File: src/rtl/core/lss_ram.sv
// ----------------------------------------------------------------------------
// Generic simple dual-port RAM
// One write port, one read port with registered read data.
// ----------------------------------------------------------------------------
`default_nettype none

module lss_ram #(
	parameter int WIDTH = 16,
	parameter int DEPTH = 256
) (
	input  wire logic                     clk,
	input  wire logic                     we,
	input  wire logic [$clog2(DEPTH)-1:0] waddr,
	input  wire logic [WIDTH-1:0]         wdata,
	input  wire logic                     re,
	input  wire logic [$clog2(DEPTH)-1:0] raddr,
	output      logic [WIDTH-1:0]         rdata
);

	logic [WIDTH-1:0] mem_q [DEPTH];
	logic [WIDTH-1:0] rdata_q;

	always_ff @(posedge clk) begin
		if (we) begin
			mem_q[waddr] <= wdata;
		end
		if (re) begin
			rdata_q <= mem_q[raddr];
		end
	end

	assign rdata = rdata_q;

endmodule

`default_nettype wire

File: config.mk
export PLATFORM = sky130hd
export DESIGN_NAME = lss_ram
export DESIGN_NICKNAME = d
export VERILOG_FILES = /design/src/rtl/core/lss_ram.sv
export SDC_FILE = /design/constraint.sdc
export NUM_CORES = 2
export LEC_CHECK = 0
export BUFFER_PORTS_ARGS = -buffer_cell sky130_fd_sc_hd__buf_2
export CORE_MARGIN = 3
export CORE_UTILIZATION = 50
export CTS_BUF_LIST = sky130_fd_sc_hd__clkbuf_8 sky130_fd_sc_hd__clkbuf_16
export CTS_CLUSTER_DIAMETER = 150
export DETAILED_ROUTE_END_ITERATION = 16
export PLACE_DENSITY = 0.72
export SYNTH_ARGS = -nofsm -noshare
export SYNTH_HDL_FRONTEND = slang
export SYNTH_SLANG_ARGS = --single-unit
File: constraint.sdc
create_clock -name clk -period 3.7 [get_ports clk]
set_clock_uncertainty 0.1 [all_clocks]
set_input_delay 0.37 -clock clk [delete_from_list [all_inputs] [get_ports clk]]
set_output_delay 0.37 -clock clk [all_outputs]
set_load 0.02 [all_outputs]
* Word-level counts from Yosys, hierarchy flattened
Memory sizes are Yosys's and may differ from the RTL's. A register that Yosys moved wholly into a read port is not among the register bits.
Index checks and enable logic that the tools add are counted.
** Storage, ports and cells
- Bits in registers :: 0
- Bits of input ports :: 35
- Output and inout bits :: 16
- Memories kept :: 1
- Logic and storage cells :: 3
- RAM bits :: 4096
** Memories
- mem_q :: depth 256, bits a word 16, rd ports 1, clocked after memory_dff 1, write ports 1, RTL line 20 : logic [WIDTH-1:0] mem_q [DEPTH];
** Cells by class
- Muxes and demuxes :: 2
** Operators with widths (number)
- $mux 1 :: 2

* Longest topological paths before layout
- Word-level depth :: 2
- Mapped depth :: 12

* Worst setup path before layout
OpenSTA, ideal clock, no wires.
- Path kind :: input -> register
- From :: input raddr[0]
- To :: register rdata_q[4], in the netlist rdata[4], read port of mem_q (data pin)
- Arrival :: 2.354 ns
- Stages :: 8
- Data required time :: 3.335 ns
- Setup slack :: 0.981 ns
- Path through :: buf_6 -> buf_6 -> buf_2 -> mux4_2 -> mux4_2 -> a22o_1 -> o32ai_2 -> nor4_2
** RTL lines
- start, declared :: RTL line 16 : input wire logic [$clog2(DEPTH)-1:0] raddr,
- end, declared :: RTL line 21 : logic [WIDTH-1:0] rdata_q;

==> run summary <==
Hold EP: mem_q[44][12]$_DFFE_PP_
Fin util: 57.4%
Hold depth: 4
# fillers: 22200
Commonest cells post-synth: 4112 x edfxtp_1, 797 x mux4_2, 565 x mux2i_1, 304 x nor2_1, 252 x o221ai_1
Least-Margin Pin Slew: 1170 ps
Final Hold Viols: 0
Hold_sp: waddr[3]
Worst slew margin: 21.4%
Most used cell along the critical path: buf_12
Count leader, synth: edfxtp_1
Number of setup buffers added after CTS: 0
DRC Markers: 0
CP Capture Type: register
Initial cell density of the core: 50.4%
Reg2reg path depth: 6
Critical Path Start Type: input pin
GRT Residual Overflow: 0
Drt pass-1 iters: 6
Crit path DAT: 3920 ps
RePlAce Congestion: 0.922
Cts bufs inserted: 396
Area of the multi-input gates: 0.0328 mm^2
Reg clk slew, reported paths: 70 ps
Final nets: 8069
Post-layout minimum cycle time: 3330 ps
IO buf count: 50
Worst-Skew Late Latency: 930 ps
Initial antenna violation count: 24
Row Count: 206
Vias in the first global route: 80300
Mapped Nets: 7395
Total wire length: 412000 um
Mux cell area share after synthesis: 15.5%
Clock net sink count: 4112
Final setup viols: 0
Synth Area in XOR/XNOR: 0%
VDD IR-drop max: 442 uV
Synth top area share: 77.7%
Number of enable flip-flop cells after synthesis: 4112
Slowest stage delay, CP: 740 ps
Max Root-Sink Buffers: 4
Syn_area_per_cell: 21.6 um^2
Hold Slack: 102 ps
Drt wl/cell: 32.9 um
R2R Path End: rdata[10]$_DFFE_PP_
Outcome: complete, no violations
Adder-Cell Fraction of Synth Area: 0%
Chip width: 570 um
Area Overhead vs Synth: 13.9%
Hold Crit Class: in2reg
Final period utilization: 90.0%
CTS tree: built
Post-Synth Simple-Gate Area: 1.57%
Die footprint: 0.325 mm^2
Cells after Synth: 7360
WS Path Type: in2reg
Cell area after synthesis: 0.159 mm^2
Static Leak: 58.2 nW
Total Neg Setup Slack: 0 ps
Most used DFF post-synth: edfxtp_1
H-tree levels: 5
Syn. warnings: 0
PwrDens: 532 mW/mm^2
Seq. cell area: 0.123 mm^2
Vias post-DR: 80700
Largest net degree at the start of global routing: 116
Top-level I/O count: 51
Antenna viol nets, final: 0
Core Region: 0.315 mm^2
Largest family of logic cells by synthesized area: multiplexers
Synth area leader: edfxtp_1
Ranking of synthesized cells by area: edfxtp_1 78%, mux4_2 11%, mux2i_1 3.6%, o221ai_1 1.4%, nor2_1 0.72%
Hpwl dp: 251000 um
Final slew viol count: 0
Setup slack, reg-to-reg: 650 ps
Critical-path top delay cell: a22oi_1
Die Ht: 570 um
First-pass GRT wire length: 590000 um
Crit path max fanout: 21
Overall routing resource usage: 25.2%
Ys async rst share: 0%
RSZ-0062 raised after global routing: no
Clk root buf: clkbuf_16
Final Power: 96.2 mW
Vias/cell: 6.45
Synth Register Bits: 4112
Critical Path, Cell by Cell: buf_12 -> buf_12 -> buf_4 -> buf_12 -> buf_4 -> mux2i_1 -> o22ai_1 -> o32ai_1 -> a22oi_1 -> nand4_1 -> nor4_1
Distinct cells, synth: 51
Synth Area in Compound Gates: 3.53%
Worst r2r src: mem_q[62][10]$_DFFE_PP_
F_max: 0.300 GHz
Sequential area share after synthesis: 77.7%
Initial drt markers: 11600
Share of cells above drive strength 1: 26.2%
Max cap viols: 0
Critical Path RT: 4290 ps
cell usage in the layout (no fill, tap or decap), drive strengths merged, types with 16 or more instances in the layout:
cell         count
a211oi          18
a22oi           43
nor3            92
clkbuf         399
bufinv          44
nand4           26
a22o            32
o32ai           21
inv             91
o31ai           16
o221ai         253
mux4           797
clkinv         178
nor2           304
nand2           38
edfxtp        4112
dlygate4sd3     18
mux2i          565
o21ai           38
a21oi          175
o22ai          148
a221oi          28
buf            710
nand3           35
nor4            18
mux2            88
final cells by class:
| class | instances | area share [%] |
|---|---|---|
| diodes | 14 | 0.0194 |
| multi-input cells | 2792 | 18.1 |
| clock inverters | 318 | 1.54 |
| well taps | 4160 | 2.88 |
| flip-flops and latches | 4112 | 68.2 |
| clock buffers | 399 | 5.52 |
| repair buffers | 728 | 3.67 |
| inverters | 4 | 0.0152 |
critical path: cells and delay by family:
kind | cells | cell delay [ps]
compound gates | 3 | 1260
simple gates | 2 | 1010
buf+inv | 5 | 1070
mux | 1 | 100
report_power, final:
group	leakage, nW	total (mW)	switching, mW	internal, mW
Sequential	37.0	51.4	0.0681	51.4
Combinational	14.7	5.02	3.24	1.78
Clock	6.54	39.8	17.1	22.7
metal layers:
metal	global-route usage (%)	up-vias	part of all wire (%)
li1	-	32700	-
met1	34.2	42300	36
met2	39.5	4967	48
met3	6.10	847	11
met4	10.3	16	4.7
met5	0	-	0.023
timing repair:
item                                   4_1_cts  5_1_grt
resized for setup                            0        0
endpoints found under the hold margin      995        0
hold buffers                                18        0
registers in the layout, indices dropped and copies added (netlist names):
signal,flops
mem_q,4096
rdata,16
worst max path at each step:
stage / startpoint / endpoint / slack [ps]
6_report: raddr[0] / rdata[1]$_DFFE_PP_ / 370
5_1_grt: raddr[0] / rdata[1]$_DFFE_PP_ / 350
3_5_place_dp: raddr[0] / rdata[1]$_DFFE_PP_ / -410
4_1_cts: raddr[0] / rdata[1]$_DFFE_PP_ / 590
3_3_place_gp: raddr[0] / rdata[1]$_DFFE_PP_ / -310
2_1_floorplan: raddr[0] / rdata[4]$_DFFE_PP_ / 980
logic make-up after synthesis:
| kind of cell | count (synthesis) |
|---|---|
| AO/OA/AOI/OAI | 786 |
| buffers and inverters | 456 |
| flip-flops | 4112 |
| multiplexers | 1450 |
| AND/OR/NAND/NOR | 556 |
stage by stage:
stage / cell area (um^2) / setup slack [ps] / std cells
2_1_floorplan: 159000 / 981 / 7360
3_3_place_gp: 168000 / -306 / 11800
4_1_cts: 181000 / 586 / 12500
3_5_place_dp: 168000 / -409 / 11800
6_report: 181000 / 371 / 12500
5_1_grt: 181000 / 354 / 12500
Note: power is estimated with default switching activity, not from simulation.
